### config.mk
export PLATFORM = sky130hd
export DESIGN_NAME = thread_slot_scheduler_core
export DESIGN_NICKNAME = d
export VERILOG_FILES = /design/src/hw/rtl/tss_pkg.sv /design/src/hw/rtl/thread_slot_scheduler_core.sv
export SDC_FILE = /design/constraint.sdc
export NUM_CORES = 1
export LEC_CHECK = 0
export BUFFER_PORTS_ARGS = -buffer_cell sky130_fd_sc_hd__buf_2
export CAP_MARGIN = 5
export CORE_ASPECT_RATIO = 1.25
export CORE_UTILIZATION = 57
export DETAILED_ROUTE_END_ITERATION = 6
export PLACE_DENSITY = 0.78
export REMOVE_ABC_BUFFERS = 1
export SETUP_SLACK_MARGIN = 0.4
export SYNTH_ARGS = -nofsm -noshare
export SYNTH_HDL_FRONTEND = slang
export SYNTH_SLANG_ARGS = --single-unit
### constraint.sdc
create_clock -name clock -period 3.9 [get_ports clock]
set_input_delay 0.585 -clock clock [delete_from_list [all_inputs] [get_ports clock]]
set_output_delay 0.585 -clock clock [all_outputs]
set_load 0.02 [all_outputs]
### src/hw/rtl/tss_pkg.sv
// Package for the thread slot scheduler: word types, event, policy,
// slot state and sequencer codes, default sizes. No dependencies.
package tss_pkg;

   localparam int THREAD_SLOTS_DEF = 16;
   localparam int TIME_BITS_DEF    = 32;

   typedef enum logic [1:0] {
      MODE_CREATE   = 2'd0,
      MODE_YIELD    = 2'd1,
      MODE_EXIT     = 2'd2,
      MODE_SCHEDULE = 2'd3
   } mode_type;

   localparam logic [1:0] POLICY_RR   = 2'd0;
   localparam logic [1:0] POLICY_PRIO = 2'd1;
   localparam logic [1:0] POLICY_FCFS = 2'd2;

   typedef enum logic [1:0] {
      SLOT_FREE     = 2'd0,
      SLOT_RUNNABLE = 2'd1,
      SLOT_YIELDED  = 2'd2
   } slot_state_type;

   typedef enum logic [1:0] {
      SEQ_IDLE  = 2'd0,
      SEQ_SCAN  = 2'd1,
      SEQ_DRAIN = 2'd2,
      SEQ_DONE  = 2'd3
   } seq_state_type;

   typedef struct packed {
      logic [1:0]  mode;
      logic [7:0]  priority_req;
      logic [31:0] now_time;
   } req_word_type;

   typedef struct packed {
      logic       accepted;
      logic [3:0] thread_id;
      logic       idle;
   } rsp_word_type;

endpackage

### src/hw/rtl/thread_slot_scheduler_core.sv
// Thread slot scheduler top level: slot table, scan sequencer and shared
// comparator. Depends on tss_pkg.
//
// Usage: present a request word with start while busy is low; the event is
// taken at that edge. Create and schedule walk the whole slot table, one
// slot per cycle through a single magnitude comparator fed from the
// priority and creation-time memories, so busy stays high through the
// scan of every slot, a drain state for the registered memory read and a
// done state that updates the table. Yield and exit touch only the
// running slot and go straight from idle to the done state.
// Every event gives exactly one response word, shown for one cycle with
// rsp_valid in the cycle busy falls; the receiver cannot stall it, so
// capture it then. The policy register may be written through the csr
// channel (always ready) while no event is in flight. Slot 0 belongs to
// the scheduler and is never created or chosen. Reset clears the slot
// states at once; no clearing pass is needed.
module thread_slot_scheduler_core
   import tss_pkg::*;
#(
   parameter int THREAD_SLOTS = THREAD_SLOTS_DEF,
   parameter int TIME_BITS    = TIME_BITS_DEF
) (
   input  logic         clock,
   input  logic         reset,
   input  logic         start,
   output logic         busy,
   input  req_word_type req_data,
   output logic         rsp_valid,
   output rsp_word_type rsp_data,
   input  logic         csr_valid,
   output logic         csr_ready,
   input  logic [1:0]   csr_data
);

   localparam int IDX_W = $clog2(THREAD_SLOTS);
   localparam logic [IDX_W-1:0] LAST_IDX = IDX_W'(THREAD_SLOTS - 1);
   localparam logic [IDX_W-1:0] FIRST_IDX = IDX_W'(1);

   // sequencer and captured event
   seq_state_type     state_ff, state_in;
   mode_type          mode_ff, mode_in;
   logic [7:0]        pri_ff, pri_in;
   logic [TIME_BITS-1:0] now_ff, now_in;

   // scan issue stage
   logic [IDX_W-1:0]  scan_idx_ff, scan_idx_in;
   logic [IDX_W-1:0]  scan_cnt_ff, scan_cnt_in;

   // compare stage (lines up with registered memory read)
   logic              s1_valid_ff, s1_valid_in;
   logic [IDX_W-1:0]  s1_idx_ff, s1_idx_in;
   slot_state_type    s1_state_ff, s1_state_in;
   logic [7:0]        rd_pri_ff;
   logic [TIME_BITS-1:0] rd_time_ff;

   // best candidate so far
   logic              found_ff, found_in;
   logic [IDX_W-1:0]  best_ff, best_in;
   logic [TIME_BITS-1:0] best_key_ff, best_key_in;

   // architectural state
   slot_state_type    slot_state_ff [THREAD_SLOTS];
   slot_state_type    slot_state_in [THREAD_SLOTS];
   logic [IDX_W-1:0]  running_ff, running_in;
   logic [IDX_W-1:0]  yielded_ff, yielded_in;
   logic [1:0]        policy_ff, policy_in;

   // response register
   logic              rsp_valid_ff, rsp_valid_in;
   rsp_word_type      rsp_ff, rsp_in;

   // priority / creation time memories, no reset (read only once written)
   logic [7:0]           pri_mem  [THREAD_SLOTS];
   logic [TIME_BITS-1:0] time_mem [THREAD_SLOTS];
   logic                 mem_we;

   // helpers
   logic [TIME_BITS+31:0] now_wide;
   logic [TIME_BITS-1:0]  now_ext;
   logic [TIME_BITS-1:0]  cmp_a, cmp_b;
   logic                  cmp_gt;
   logic                  take;
   logic                  use_prio;
   logic                  use_rr;
   logic [IDX_W+3:0]      tid_wide;
   logic                  y_ok;
   logic [IDX_W-1:0]      next_id;

   assign now_wide  = {{TIME_BITS{1'b0}}, req_data.now_time};
   assign now_ext   = now_wide[TIME_BITS-1:0];
   assign use_prio  = (policy_ff == POLICY_PRIO);
   assign use_rr    = (policy_ff == POLICY_RR);

   // shared comparator: priority wants new > best, FCFS wants limit > created
   always_comb begin
      if (use_prio) begin
         cmp_a = TIME_BITS'(rd_pri_ff);
         cmp_b = best_key_ff;
      end else begin
         cmp_a = best_key_ff;
         cmp_b = rd_time_ff;
      end
   end
   assign cmp_gt = (cmp_a > cmp_b);

   always_comb begin
      take = 1'b0;
      if (s1_valid_ff && (s1_idx_ff != '0)) begin
         if (mode_ff == MODE_CREATE) begin
            take = (s1_state_ff == SLOT_FREE) && !found_ff;
         end else begin
            case (policy_ff)
               POLICY_RR: begin
                  take = (s1_state_ff == SLOT_RUNNABLE) && !found_ff;
               end
               POLICY_PRIO: begin
                  take = (s1_state_ff == SLOT_RUNNABLE) && (!found_ff || cmp_gt);
               end
               default: begin
                  // FCFS, also the unused policy code
                  take = (s1_state_ff == SLOT_RUNNABLE) && cmp_gt;
               end
            endcase
         end
      end
   end

   assign y_ok     = (slot_state_ff[yielded_ff] == SLOT_YIELDED);
   assign next_id  = found_ff ? best_ff : yielded_ff;

   // sequencer: next state and datapath control
   always_comb begin
      state_in    = state_ff;
      mode_in     = mode_ff;
      pri_in      = pri_ff;
      now_in      = now_ff;
      scan_idx_in = scan_idx_ff;
      scan_cnt_in = scan_cnt_ff;
      found_in    = found_ff;
      best_in     = best_ff;
      best_key_in = best_key_ff;
      slot_state_in = slot_state_ff;
      running_in  = running_ff;
      yielded_in  = yielded_ff;
      policy_in   = policy_ff;
      rsp_valid_in = 1'b0;
      rsp_in      = rsp_ff;
      mem_we      = 1'b0;
      tid_wide    = '0;

      s1_valid_in = (state_ff == SEQ_SCAN);
      s1_idx_in   = scan_idx_ff;
      s1_state_in = slot_state_ff[scan_idx_ff];

      if (csr_valid) begin
         policy_in = csr_data;
      end

      if (take) begin
         found_in    = 1'b1;
         best_in     = s1_idx_ff;
         best_key_in = use_prio ? TIME_BITS'(rd_pri_ff) : rd_time_ff;
      end

      case (state_ff)
         SEQ_IDLE: begin
            if (start) begin
               mode_in     = mode_type'(req_data.mode);
               pri_in      = req_data.priority_req;
               now_in      = now_ext;
               found_in    = 1'b0;
               best_in     = '0;
               best_key_in = now_ext;
               scan_cnt_in = '0;
               if (req_data.mode == MODE_SCHEDULE && use_rr) begin
                  scan_idx_in = (running_ff == LAST_IDX) ? '0 : running_ff + 1'b1;
               end else begin
                  scan_idx_in = FIRST_IDX;
               end
               if (req_data.mode == MODE_CREATE || req_data.mode == MODE_SCHEDULE) begin
                  state_in = SEQ_SCAN;
               end else begin
                  state_in = SEQ_DONE;
               end
            end
         end
         SEQ_SCAN: begin
            scan_idx_in = (scan_idx_ff == LAST_IDX) ? '0 : scan_idx_ff + 1'b1;
            scan_cnt_in = scan_cnt_ff + 1'b1;
            if (scan_cnt_ff == LAST_IDX) begin
               state_in = SEQ_DRAIN;
            end
         end
         SEQ_DRAIN: begin
            state_in = SEQ_DONE;
         end
         SEQ_DONE: begin
            state_in     = SEQ_IDLE;
            rsp_valid_in = 1'b1;
            rsp_in       = '0;
            case (mode_ff)
               MODE_CREATE: begin
                  if (found_ff) begin
                     slot_state_in[best_ff] = SLOT_RUNNABLE;
                     mem_we                 = 1'b1;
                     tid_wide               = {4'b0, best_ff};
                     rsp_in.accepted        = 1'b1;
                     rsp_in.thread_id       = tid_wide[3:0];
                  end
               end
               MODE_YIELD: begin
                  if (running_ff != '0 && slot_state_ff[running_ff] != SLOT_FREE) begin
                     slot_state_in[running_ff] = SLOT_YIELDED;
                     yielded_in                = running_ff;
                  end
               end
               MODE_EXIT: begin
                  if (running_ff != '0 && slot_state_ff[running_ff] != SLOT_FREE) begin
                     slot_state_in[running_ff] = SLOT_FREE;
                  end
               end
               default: begin
                  // schedule; fall back to the yielded thread
                  if (!found_ff && !y_ok) begin
                     rsp_in.idle = 1'b1;
                  end else begin
                     if (y_ok) begin
                        slot_state_in[yielded_ff] = SLOT_RUNNABLE;
                     end
                     running_in       = next_id;
                     tid_wide         = {4'b0, next_id};
                     rsp_in.accepted  = 1'b1;
                     rsp_in.thread_id = tid_wide[3:0];
                  end
               end
            endcase
         end
         default: begin
            state_in = SEQ_IDLE;
         end
      endcase
   end

   always_ff @(posedge clock) begin
      if (reset) begin
         state_ff     <= SEQ_IDLE;
         s1_valid_ff  <= 1'b0;
         found_ff     <= 1'b0;
         running_ff   <= '0;
         yielded_ff   <= '0;
         policy_ff    <= POLICY_RR;
         rsp_valid_ff <= 1'b0;
         for (int i = 0; i < THREAD_SLOTS; i++) begin
            slot_state_ff[i] <= SLOT_FREE;
         end
      end else begin
         state_ff     <= state_in;
         s1_valid_ff  <= s1_valid_in;
         found_ff     <= found_in;
         running_ff   <= running_in;
         yielded_ff   <= yielded_in;
         policy_ff    <= policy_in;
         rsp_valid_ff <= rsp_valid_in;
         slot_state_ff <= slot_state_in;
      end
   end

   // payload registers
   always_ff @(posedge clock) begin
      mode_ff     <= mode_in;
      pri_ff      <= pri_in;
      now_ff      <= now_in;
      scan_idx_ff <= scan_idx_in;
      scan_cnt_ff <= scan_cnt_in;
      s1_idx_ff   <= s1_idx_in;
      s1_state_ff <= s1_state_in;
      best_ff     <= best_in;
      best_key_ff <= best_key_in;
      rsp_ff      <= rsp_in;
   end

   // slot memories: one write port, one registered read port each
   always_ff @(posedge clock) begin
      if (mem_we) begin
         pri_mem[best_ff]  <= pri_ff;
         time_mem[best_ff] <= now_ff;
      end
      rd_pri_ff  <= pri_mem[scan_idx_ff];
      rd_time_ff <= time_mem[scan_idx_ff];
   end

   assign busy      = (state_ff != SEQ_IDLE);
   assign rsp_valid = rsp_valid_ff;
   assign rsp_data  = rsp_ff;
   assign csr_ready = 1'b1;

endmodule
# ---- Word-level counts from Yosys, hierarchy flattened
# Memories as Yosys holds them, arrays and structs flattened. A register that Yosys moved wholly into a read port is not among the register bits.
# Index checks and enable logic that the tools add are counted.
dict set report word_totals {
  ramBits 640
  inputBits 48
  elab_cells 175
  out_inout_bits 9
  register_bits 145
  mem_count 2
}
# memory words word_bits read_ports rd_ports_with_merged_regs write_ports line_no
set mem_list {}
lappend mem_list {time_mem 16 32 1 1 1 thread_slot_scheduler_core.sv:74} ;# logic [TIME_BITS-1:0] time_mem [THREAD_SLOTS];
lappend mem_list {pri_mem 16 8 1 1 1 thread_slot_scheduler_core.sv:73} ;# logic [7:0] pri_mem [THREAD_SLOTS];
dict set report op_classes {
  n_eq_ne 18
  add_sub_neg 3
  n_lt_le_gt_ge 8
  n_reduce_logical 34
  mux 58
  n_bitwise 17
}
# op n
set op_table {}
lappend op_table {{two-way mux 32 bit} 11}
lappend op_table {{one-hot mux 32 bit (3 select lines)} 1}
lappend op_table {{bitwise AND 16 bit} 3}
lappend op_table {{NOT 16 bit} 3}
lappend op_table {{OR 16 bit} 3}
lappend op_table {{two-way mux 4 bit} 9}
lappend op_table {{bitwise AND 32 bit} 1}
lappend op_table {{greater-than comparator 32 bit} 1}
lappend op_table {{NOT 32 bit} 1}
lappend op_table {{binary-select mux 2 bit (select 4 bit)} 3}
lappend op_table {{demux 2 bit (select 4 bit)} 3}
lappend op_table {{two-way mux 2 bit} 12}
lappend op_table {{greater-or-equal comparator 5 bit, second input constant} 4}
lappend op_table {{NOT 4 -> 5 bit} 4}
lappend op_table {{one-hot mux 4 bit (2 select lines)} 2}
lappend op_table {{less-than comparator 5 x 1 -> 1 bit, second input constant} 3}
lappend op_table {{adder 4 x 1 -> 4 bit, second input constant} 3}
lappend op_table {{== test 4 bit, second input constant} 3}
lappend op_table {{two-way mux 1 bit} 12}
lappend op_table {{nonzero test 4 bit} 3}
lappend op_table {{logical AND 1 bit} 11}
lappend op_table {{== test 2 bit, second input constant} 5}
lappend op_table {{logical NOT 2 bit} 5}
lappend op_table {{two-way mux 5 bit} 2}
lappend op_table {{16 further kinds} 30}

# ---- Logic depth before layout (Yosys ltp)
# Gate-level depths: netlist of the first run.
dict set report depth {
  depth_word 11
  depth_mapped 15
  mapped_depth_nobuf 11
}

# ---- Least setup slack after synthesis of the first run
# OpenSTA, ideal clock, no wires.
dict set report synth_path {
  path_kind {register to register}
  startpoint {register mode_ff[0]}
  endpoint {memory pri_mem[11][0], enable pin}
  path_stages_with_launch 8
  setup_slack_ns -0.095
  setup_time_ns 0.437
  arrival_time_ns 3.558
  synth_period_minus_slack_ns 3.995
  path_buffers 3
  cell_sequence {edfxtp_1 inv_1 ha_1 clkbuf_1 clkbuf_1 nand3_1 clkbuf_1 nor2_1}
}
dict set report synth_between {
  elab_chain_cells 5
}
# item line_no
set synth_lines {}
lappend synth_lines {{start: declaration} thread_slot_scheduler_core.sv:41} ;# mode_type mode_ff, mode_in;
lappend synth_lines {{start signal: assignment} thread_slot_scheduler_core.sv:270} ;# mode_ff <= mode_in;
lappend synth_lines {{logical NOT 2 bit} thread_slot_scheduler_core.sv:201} ;# case (mode_ff)
lappend synth_lines {{two-way mux 1 bit} thread_slot_scheduler_core.sv:201}
lappend synth_lines {{two-way mux 1 bit} thread_slot_scheduler_core.sv:165} ;# case (state_ff)
lappend synth_lines {{two-way mux 1 bit} thread_slot_scheduler_core.sv:284} ;# if (mem_we) begin
lappend synth_lines {{two-way mux 1 bit (implied by the code)} thread_slot_scheduler_core.sv:285} ;# pri_mem[best_ff] <= pri_ff;
lappend synth_lines {{end: declaration} thread_slot_scheduler_core.sv:73}
# No other way between the ends.

# ---- Final worst setup path of the first run
dict set report layout_path {
  startpoint {register policy_ff[0]}
  endpoint {register best_key_ff[27]}
}
dict set report layout_between {
  elab_chain_cells 11
  elab_cells_between_ends 15
}
# item line_no
set layout_lines {}
lappend layout_lines {{start: declaration} thread_slot_scheduler_core.sv:66} ;# logic [1:0] policy_ff, policy_in;
lappend layout_lines {{start signal: assignment} thread_slot_scheduler_core.sv:262} ;# policy_ff <= policy_in;
lappend layout_lines {{== test 2 x 1 -> 1 bit} {thread_slot_scheduler_core.sv:91, thread_slot_scheduler_core.sv:112}}
lappend layout_lines {{two-way mux 32 bit} thread_slot_scheduler_core.sv:96} ;# if (use_prio) begin
lappend layout_lines {{greater-than comparator 32 bit} thread_slot_scheduler_core.sv:104} ;# assign cmp_gt = (cmp_a > cmp_b);
lappend layout_lines {{logical OR 1 bit} thread_slot_scheduler_core.sv:117} ;# take = (s1_state_ff == SLOT_RUNNABLE) && (!found_ff || cmp_gt);
lappend layout_lines {{logical AND 1 bit} thread_slot_scheduler_core.sv:117}
lappend layout_lines {{one-hot mux 1 bit (2 select lines)} thread_slot_scheduler_core.sv:112} ;# case (policy_ff)
lappend layout_lines {{two-way mux 1 bit} thread_slot_scheduler_core.sv:109} ;# if (mode_ff == MODE_CREATE) begin
lappend layout_lines {{two-way mux 1 bit} thread_slot_scheduler_core.sv:108} ;# if (s1_valid_ff && (s1_idx_ff != '0)) begin
lappend layout_lines {{two-way mux 32 bit *} thread_slot_scheduler_core.sv:159} ;# if (take) begin
lappend layout_lines {{two-way mux 32 bit} thread_slot_scheduler_core.sv:167} ;# if (start) begin
lappend layout_lines {{two-way mux 32 bit *} thread_slot_scheduler_core.sv:165}
lappend layout_lines {{via best_key_in[27]} thread_slot_scheduler_core.sv:59} ;# logic [TIME_BITS-1:0] best_key_ff, best_key_in;
lappend layout_lines {{end signal: assignment} thread_slot_scheduler_core.sv:278} ;# best_key_ff <= best_key_in;
lappend layout_lines {{end: declaration} thread_slot_scheduler_core.sv:59}
# The timed path passes the listed nets; every way through them passes the cells marked *.
# A chain may end at the register's enable or synchronous reset.

==> results of run 1 <==
-- flip-flops by register name (all words and copies together) (netlist names), 4 cells and up --
| register | flops |
|---|---|
| time_mem | 512 |
| pri_mem | 128 |
| best_key_ff | 32 |
| now_ff | 32 |
| rd_time_ff | 32 |
| slot_state_ff | 32 |
| pri_ff | 8 |
| rd_pri_ff | 8 |
| rsp_data | 6 |
| best_ff | 4 |
| running_ff | 4 |
| s1_idx_ff | 4 |
| s1_idx_in | 4 |
| scan_cnt_ff | 4 |
| yielded_ff | 4 |
-- through the flow --
step / cell area (µm²) / util
global route: 37700 / 0.645
detailed placement: 35200 / 0.602
global placement: 35200 / 0.602
floorplan: 33100 / -
finish: 37700 / 0.645
CTS: 37600 / 0.644
-- final timing paths --
path                  startpoint         endpoint  slack [ns]  cells past startpoint
setup reg to reg    policy_ff[0]  best_key_ff[27]        0.52                     13
hold reg to reg   best_key_ff[5]   best_key_ff[5]        0.52                      1
hold / removal      req_data[39]        pri_ff[7]        0.14                      1
setup / recovery    policy_ff[0]  best_key_ff[27]        0.52                     13
-- cell families after synthesis --
group                    Yosys count  share of synthesized area
flip-flops                       825                      0.696
AO/OA/AOI/OAI                    478                     0.0926
AND/OR/NAND/NOR                  372                     0.0520
multiplexers                     295                      0.121
buffers and inverters            155                     0.0189
adder cells (fa/ha/maj)           48                     0.0178
XOR/XNOR                           4                    0.00104
other                              1                   0.000111
-- routing by layer --
metal	share of wire	GRT usage	wire length, µm
met2	0.51	0.471	41800
met1	0.38	0.355	31100
met3	0.075	0.0419	6200
met5	0	0	0
met4	0.041	0.120	3350
-- what timing repair did --
action | 4_1_cts | 5_1_grt
gates resized for setup | 3 | 5
hold endpoints to repair | 0 | 0
setup endpoints to repair | 37 | 37
buffers inserted | 0 | 2
cloned | 0 | 1
-- worst max-delay path, stage by stage (launching register included) --
cell	delay (ns)
dfxtp_1	0.49
nor2b_4	0.23
buf_12	0.15
buf_12	0.18
a21oi_1	0.10
ha_1	0.30
nor2b_1	0.13
o211ai_1	0.08
a2111oi_0	0.42
o41ai_1	0.18
a211oi_4	0.27
clkbuf_8	0.34
mux2i_1	0.25
a21oi_1	0.10
-- power groups by stage --
stage               Combinational, mW  Sequential (mW)  Clock, mW
detailed placement               5.98             11.5          0
global placement                 5.81             11.4          0
finish                           6.14             11.3       7.30
CTS                              6.08             11.3       7.36
floorplan                        4.08             11.6          0
global route                     6.61             11.4       7.69
-- cell usage in the layout, fill, tap and decap left out, drive strengths merged, types with 6 or more instances in the layout --
cell	netlist	layout
edfxtp	696	696
mux2i	166	166
a21oi	152	152
dfxtp	129	129
nand2	122	122
buf	48	121
clkbuf	93	105
o21ai	102	102
nor2	100	100
mux4	87	87
and2	61	61
a221oi	49	49
ha	48	48
a22oi	43	43
mux2	42	42
a211oi	39	39
nor2b	22	22
o22ai	17	17
nand3	17	17
nor3	17	17
clkinv	1	17
inv	13	16
a31oi	12	12
a41oi	12	12
a221o	11	11
nand4	10	10
o21a	8	8
o31a	8	8
nand2b	7	8
a21o	6	6
bufinv	0	6
-- final cells by class --
type / count / share of cell area
clock inverters: 30 / 0.00877
inverters: 14 / 0.00139
clock buffers: 104 / 0.0556
repair buffers: 122 / 0.0255
multi-input cells: 1199 / 0.260
flip-flops and latches: 825 / 0.623
well taps: 757 / 0.0251
==> results.md, run 1 <==
- Clk slew on worst S/H paths: 0.06 ns
- Pre-CTS setup slack: 0.0893 ns
- Post-synth top cells: 696 x edfxtp_1, 166 x mux2i_1, 152 x a21oi_1
- Insertion delay to the later sink of the worst-skew pair: 0.63 ns
- Minimum clock period: 3.38 ns
- CP max FO: 33
- Die footprint: 60,200 µm²
- Synth-to-layout area growth: 11.7%
- Multi-input logic area: 9810 µm²
- DRC: 2
- Combinational power share: 0.248
- Crit Path Category: reg2reg
- Non-filler cells, final: 3,051
- Unique masters post-synth: 63
- Power share of the clock group: 0.295
- Reg area: 23,500 µm²
- Top-count cell post-synth: edfxtp_1
- Outcome: finished, violations left
- Sequential share of power: 0.457
- Total wire length: 82,500 µm
- # rows: 99
- Max Cap Viol: 0
- Largest area contributor in the netlist: edfxtp_1
- Final Max Tran Viols: 0
- CTS HTree Levels: 3
- CTS tree: built
- Average size of a mapped cell: 15.5 µm²
- Dominant cells by area after synthesis: edfxtp_1 62%, dfxtp_1 7.7%, mux4_2 5.8%
- Relative slew slack: 0.275
- Yosys warns: 0
- Grt ovf: 0
- Post-synth top area share: 0.620
- Final setup vio count: 0
- Vert. Die Dim: 274 µm
- Layout cells sized above 1: 0.177
- Gp weighted congestion: 0.906
- Post-synth EDFFs: 696
- Initial core utilization: 0.577
- Hold Violations, Final: 0
- Gr usage total: 0.277
- Initial antenna violation count: 0
- Top Ports: 57
- Post-Synthesis Cells: 2,178
- Vias in the first global route: 19,700
- Fin crit share: 0.867
- Top_reg_cell synth: edfxtp_1
- Sw frac: 0.307
- Core area: 58,500 µm²
- Leak: 12.9 nW
- Port Buffers: 55
- Worst-Margin Slew: 1.08 ns
- Critical path data required time: 4.37 ns
- RSZ-0062 raised after global routing: false
- Fmax: 0.296 GHz
- Largest net degree at the start of global routing: 79
- Fillcell total: 3,982
- Routed vias/inst: 6.54
- Setup TNS: 0 ns
- CTS Buffer Depth: 3
- WL/cell: 27.0 µm
- # diodes: 0
- Wire length of the first global-routing pass: 122,000 µm
- Worst VDD drop: 365 µV
- Fin nets: 2,332
- Worst setup EP type: flip-flop
- Placed Instances: 2,914
- Via count: 20,000
- Root Driver: clkbuf_16
- Failing checks: design-rule violations
- Antenna viol nets, final: 0
- Pwr Total: 24.7 mW
- Sw Pwr: 7.59 mW
- Sinks on Clock Net: 825
- Sequential fraction of the synthesis area: 0.696
- Hold buffer count at CTS: 0
- Initial DRC count: 2,243
- Final hold slack: 0.144 ns
- Startpoint types: flip-flop
- Total CTS buffers: 74
- Die width: 220 µm
- Setup ws final: 0.520 ns
- Mapped cell area: 33,700 µm²
- Post-synth ARST share: 0
- HP Class: in2reg
- 1st-pass router iterations: 7
- #FFs+latches synth: 825
- Clock Skew: 0.0212 ns
- PwrDens: 657 nW/µm²
- HPWL Detailed: 47,200 µm
- Cell-internal power: 17.2 mW
- CP arrival: 3.85 ns
Note: power is estimated with default switching activity, not from simulation.
==> run 2: changes to the inputs <==
CORE_ASPECT_RATIO = not set   (was 1.25)
SLEW_MARGIN = 20   (was not set)
==> results.md, run 2 (synthesis gave the netlist of run 1 again) <==
- Final Max Tran Viols: 0
- Gp weighted congestion: 0.942
- WL/cell: 27.4 µm
- HP Class: in2reg
- Total CTS buffers: 80
- DRC: 0
- Max Cap Viol: 0
- Sequential share of power: 0.450
- Crit. Startpoint: policy_ff[0]
- Startpoint types: flip-flop
- Port Buffers: 55
- Crit Path Category: reg2reg
- Outcome: completed
- Cells along the critical path: nor2b_4 > buf_12 > a21oi_1 > ha_1 > nand4_1 > nor4_2 > o41ai_1 > a211oi_4 > buf_8 > mux2i_1 > a21oi_1
- Leak: 13.1 nW
- Clock Skew: 0.0266 ns
- Worst min-delay path startpoint: req_data[34]
- Vert. Die Dim: 245 µm
- Worst-Margin Slew: 1.08 ns
- Critical path data required time: 4.36 ns
- Grt ovf: 0
- Pre-CTS setup slack: 0.197 ns
- Relative slew slack: 0.283
- CP max FO: 33
- Crit path largest cell delay: 0.48 ns
- Antenna viol nets, final: 0
- Sinks on Clock Net: 825
- Worst setup EP type: flip-flop
- Top Ports: 57
- Initial antenna violation count: 3
- Vias in the first global route: 19,900
- Root Driver: clkbuf_16
- Final setup vio count: 0
- Initial core utilization: 0.580
- Power share of the clock group: 0.303
- Setup ws final: 0.617 ns
- HPWL Detailed: 46,900 µm
- Wire length of the first global-routing pass: 125,000 µm
- RSZ-0062 raised after global routing: false
- CP arrival: 3.75 ns
- Core area: 58,100 µm²
- Largest net degree at the start of global routing: 89
- CP dominant cell by count: a21oi_1
- Fillcell total: 3,909
- Clk slew on worst S/H paths: 0.06 ns
- Initial DRC count: 2,373
- Layout cells sized above 1: 0.184
- Worst reg2reg startpoint: policy_ff[0]
- Non-filler cells, final: 3,086
- Sw frac: 0.309
- Setup TNS: 0 ns
- Synth-to-layout area growth: 13.0%
- Total wire length: 84,600 µm
- Hold Violations, Final: 0
- 1st-pass router iterations: 6
- Commonest non-fill, non-tap cell in the layout: edfxtp_1
- Fmax: 0.305 GHz
- # rows: 88
- Max reg flops: 512
- Insertion delay to the later sink of the worst-skew pair: 0.63 ns
- Most frequent cells in the layout: 696 x edfxtp_1, 166 x mux2i_1, 152 x a21oi_1
- Slowest CP cell: dfxtp_1
- Sw Pwr: 7.78 mW
- Worst VDD drop: 541 µV
- Minimum clock period: 3.28 ns
- CTS HTree Levels: 3
- Gr usage total: 0.284
- CTS Buffer Depth: 3
- Pwr Total: 25.2 mW
- Fin nets: 2,348
- Cell-internal power: 17.4 mW
- Combinational power share: 0.247
- Routed vias/inst: 6.54
- Final hold slack: 0.130 ns
- Placed Instances: 2,928
- Fin crit share: 0.842
- Largest regs: time_mem x512, pri_mem x128
- PwrDens: 661 nW/µm²
- Via count: 20,200
- Hold buffer count at CTS: 0
- Top reg by flops: time_mem
- CTS tree: built
- Die width: 245 µm
- Die footprint: 60,200 µm²
## run 2: cell types whose count changed in the layout (fill, tap and decap cells not counted), moves of 4 or more
| cell | previous run | this run |
|---|---|---|
| buf_12 | 14 | 24 |
| clkinv_2 | 9 | 18 |
| clkbuf_16 | 76 | 82 |
| clkbuf_1 | 19 | 24 |
| clkbuf_8 | 10 | 6 |
| clkinvlp_4 | 5 | 1 |
## run 2: final timing paths
kind | to | slack, ns | cells past startpoint
max reg2reg | best_key_ff[11] | 0.62 | 11
max | best_key_ff[11] | 0.62 | 11
min reg2reg | best_ff[1] | 0.50 | 2
min | pri_ff[2] | 0.13 | 1
## run 2: cell type report
type                       count  area [µm²]  area share
sequential                   825       23500       0.616
multi-input combinational   1199        9810       0.257
clock buffer                 112        2220      0.0584
timing repair buffer         132        1210      0.0317
tap                          765         957      0.0251
clock inverter                36         364     0.00956
inverter                      14        52.6     0.00138
antenna                        3        7.51    0.000197
## run 2: worst max-delay path, delay by kind of cell, from the launching register on
kind / cells / cell delay, ns
AOI/OAI and AO/OA: 4 / 0.69
adders and majority gates: 1 / 0.29
buffers and inverters: 2 / 0.48
DFF: 1 / 0.48
muxes: 1 / 0.22
and+or+nand+nor: 3 / 0.94
## run 2: layer usage
layer	track usage	routed length, µm	up-vias
met4	0.110	2880	0
met2	0.457	40900	1069
li1	-	-	8735
met1	0.387	33300	10200
met3	0.0502	7540	195
met5	0	0	-
## run 2: timing repair
item                                    in CTS  in global routing
endpoints found under the setup margin      37                 37
resized for setup                            2                  9
cloned                                       0                  1
buffers inserted                             0                  4
## run 2: power groups by stage
stage / sequential, mW / combinational (mW) / clock (mW)
finish: 11.4 / 6.21 / 7.63
global route: 11.4 / 6.73 / 8.04
CTS: 11.3 / 6.06 / 7.70
detailed placement: 11.5 / 6.00 / 0
global placement: 11.5 / 5.85 / 0
floorplan: 11.6 / 4.08 / 0
## run 2: through the flow
step / utilization / area, µm²
6_report: 0.655 / 38100
5_1_grt: 0.655 / 38100
3_5_place_dp: 0.608 / 35400
4_1_cts: 0.653 / 38000
2_1_floorplan: - / 33100
3_3_place_gp: 0.608 / 35400
==> run 3: changes to the inputs <==
clock period = 2.7 ns   (was 3.9 ns; I/O delays follow)
==> results.md, run 3 (synthesis gave the netlist of run 1 again) <==
- Routed vias/inst: 6.63
- Most frequent cells in the layout: 696 x edfxtp_1, 162 x mux2i_1, 135 x a21oi_1
- Commonest non-fill, non-tap cell in the layout: edfxtp_1
- Clock Skew: 0.0434 ns
- Layout cells sized above 1: 0.252
- Failing checks: negative setup slack
- Gr usage total: 0.305
- Port Buffers: 55
- Wire length on met1: 35,500 µm
- CP max FO: 7
- Power share of the clock group: 0.295
- Worst VDD drop: 689 µV
- Top reg by flops: time_mem
- Cell area after layout: 40,300 µm²
- Fin nets: 2,483
- Final setup vio count: 37
- Setup ws final: -0.715 ns
- Antenna viol nets, final: 0
- Largest net degree at the start of global routing: 89
- Max Cap Viol: 0
- Synth-to-layout area growth: 19.4%
- Critical path data required time: 3.22 ns
- Startpoint types: flip-flop
- Top Ports: 57
- Worst-Margin Slew: 0.736 ns
- Total wire length: 93,100 µm
- Hold Violations, Final: 0
- Worst setup EP type: flip-flop
- Wire length of the first global-routing pass: 134,000 µm
- CP arrival: 3.94 ns
- Routed wl met3: 9790 µm
- DRC: 0
- Die width: 245 µm
- Fin crit share: 1.26
- Fillcell total: 3,635
- Largest regs: time_mem x512, pri_mem x128
- Via count: 21,400
- Gp weighted congestion: 0.928
- Sw Pwr: 12.1 mW
- Leak: 14.1 nW
- Sequential share of power: 0.427
- Total CTS buffers: 81
- Core area: 58,100 µm²
- Final Max Tran Viols: 0
- Slowest CP cell: nor4_4
- CTS Buffer Depth: 3
- Fmax: 0.293 GHz
- HPWL Detailed: 49,000 µm
- Vias in the first global route: 20,900
- Combinational power share: 0.278
- Initial DRC count: 2,427
- Vert. Die Dim: 245 µm
- Cell-internal power: 26.2 mW
- HP Class: in2reg
- RSZ-0062 raised after global routing: true
- 1st-pass router iterations: 6
- Root Driver: clkbuf_16
- Minimum clock period: 3.42 ns
- Buf/Inv on CP: 5
- Sinks on Clock Net: 825
- Initial antenna violation count: 2
- Cell family with most CP delay: simple AND/OR/NAND/NOR gates
- Die footprint: 60,200 µm²
- Crit path largest cell delay: 0.37 ns
- Pwr Total: 38.3 mW
- Clk slew on worst S/H paths: 0.06 ns
- WL met2: 44,900 µm
- # rows: 88
- Crit Path Category: reg2reg
- PwrDens: 950 nW/µm²
- WL/cell: 28.9 µm
- CTS HTree Levels: 3
- Top layer in use: met4
- Cells along the critical path: nand2b_4 > buf_6 > buf_16 > and2_4 > a21oi_2 > ha_4 > nand4_1 > nor4_4 > buf_4 > o41ai_2 > a211oi_4 > buf_6 > buf_12 > mux2i_4 > a21oi_2
- Grt ovf: 0
- Insertion delay to the later sink of the worst-skew pair: 0.65 ns
- Dpl cell area: 36,100 µm²
- CTS tree: built
- Initial core utilization: 0.580
- Max reg flops: 512
- Outcome: finished, violations left
- Relative slew slack: 0.510
- Sw frac: 0.316
run 3: changes by cell type in the layout (fill, tap and decap cells not counted), sizes merged, moves of 3 or more:
cell / change
buf: +96
clkbuf: +6
clkinvlp: +3
dlygate4sd3: +33
run 3: final cells by class:
cell class	instances	area, µm²	share of cell area
Multi-Input combinational cell	1198	10300	0.255
Tap cell	765	957	0.0238
Sequential cell	825	23500	0.584
Antenna cell	2	5.00	0.000124
Clock inverter	39	402	0.00997
Inverter	14	52.6	0.00130
Timing Repair Buffer	267	2830	0.0704
Clock buffer	112	2260	0.0560
run 3: worst paths after layout:
| check | start | end | slack, ns | cells past startpoint |
|---|---|---|---|---|
| worst min register to register | best_key_ff[2] | best_key_ff[2] | 0.52 | 1 |
| worst max-delay path | policy_ff[1] | best_key_ff[29] | -0.72 | 15 |
| worst min-delay path | req_data[15] | now_ff[15] | 0.02 | 1 |
| worst max register to register | policy_ff[1] | best_key_ff[29] | -0.72 | 15 |
run 3: per-stage QoR:
step	hold WS, ns	cells	setup WS (ns)	util	setup TNS (ns)
after global placement	0.482	2995	-0.555	0.620	-19.58
after global routing	0.0124	3220	-0.731	0.693	-23.73
final	0.0186	3222	-0.715	0.693	-22.10
after CTS	0.00174	3201	-0.442	0.683	-14.73
after detailed placement	0.499	2995	-0.599	0.620	-20.69
after floorplan	0.465	2037	-6.97	-	-1263.39
run 3: metal layers:
layer  vias to the layer above  track usage
met1                     10800        0.421
met2                      1353        0.492
li1                       9014            -
met4                         0        0.106
met3                       204       0.0536
met5                         -            0
run 3: power by group through the flow:
stage	registers, mW	logic (mW)	clock network (mW)
4_1_cts	16.3	9.89	11.3
3_5_place_dp	16.5	9.31	0
5_1_grt	16.4	11.3	11.8
3_3_place_gp	16.4	9.03	0
2_1_floorplan	16.6	5.39	0
6_report	16.3	10.6	11.3
run 3: repair_timing:
action	in CTS	in global routing
pin swaps	34	42
setup endpoints to repair	650	92
hold endpoints to repair	33	0
setup buffers	11	14
gates cloned	11	5
gates resized for setup	77	75
hold buffers	33	0
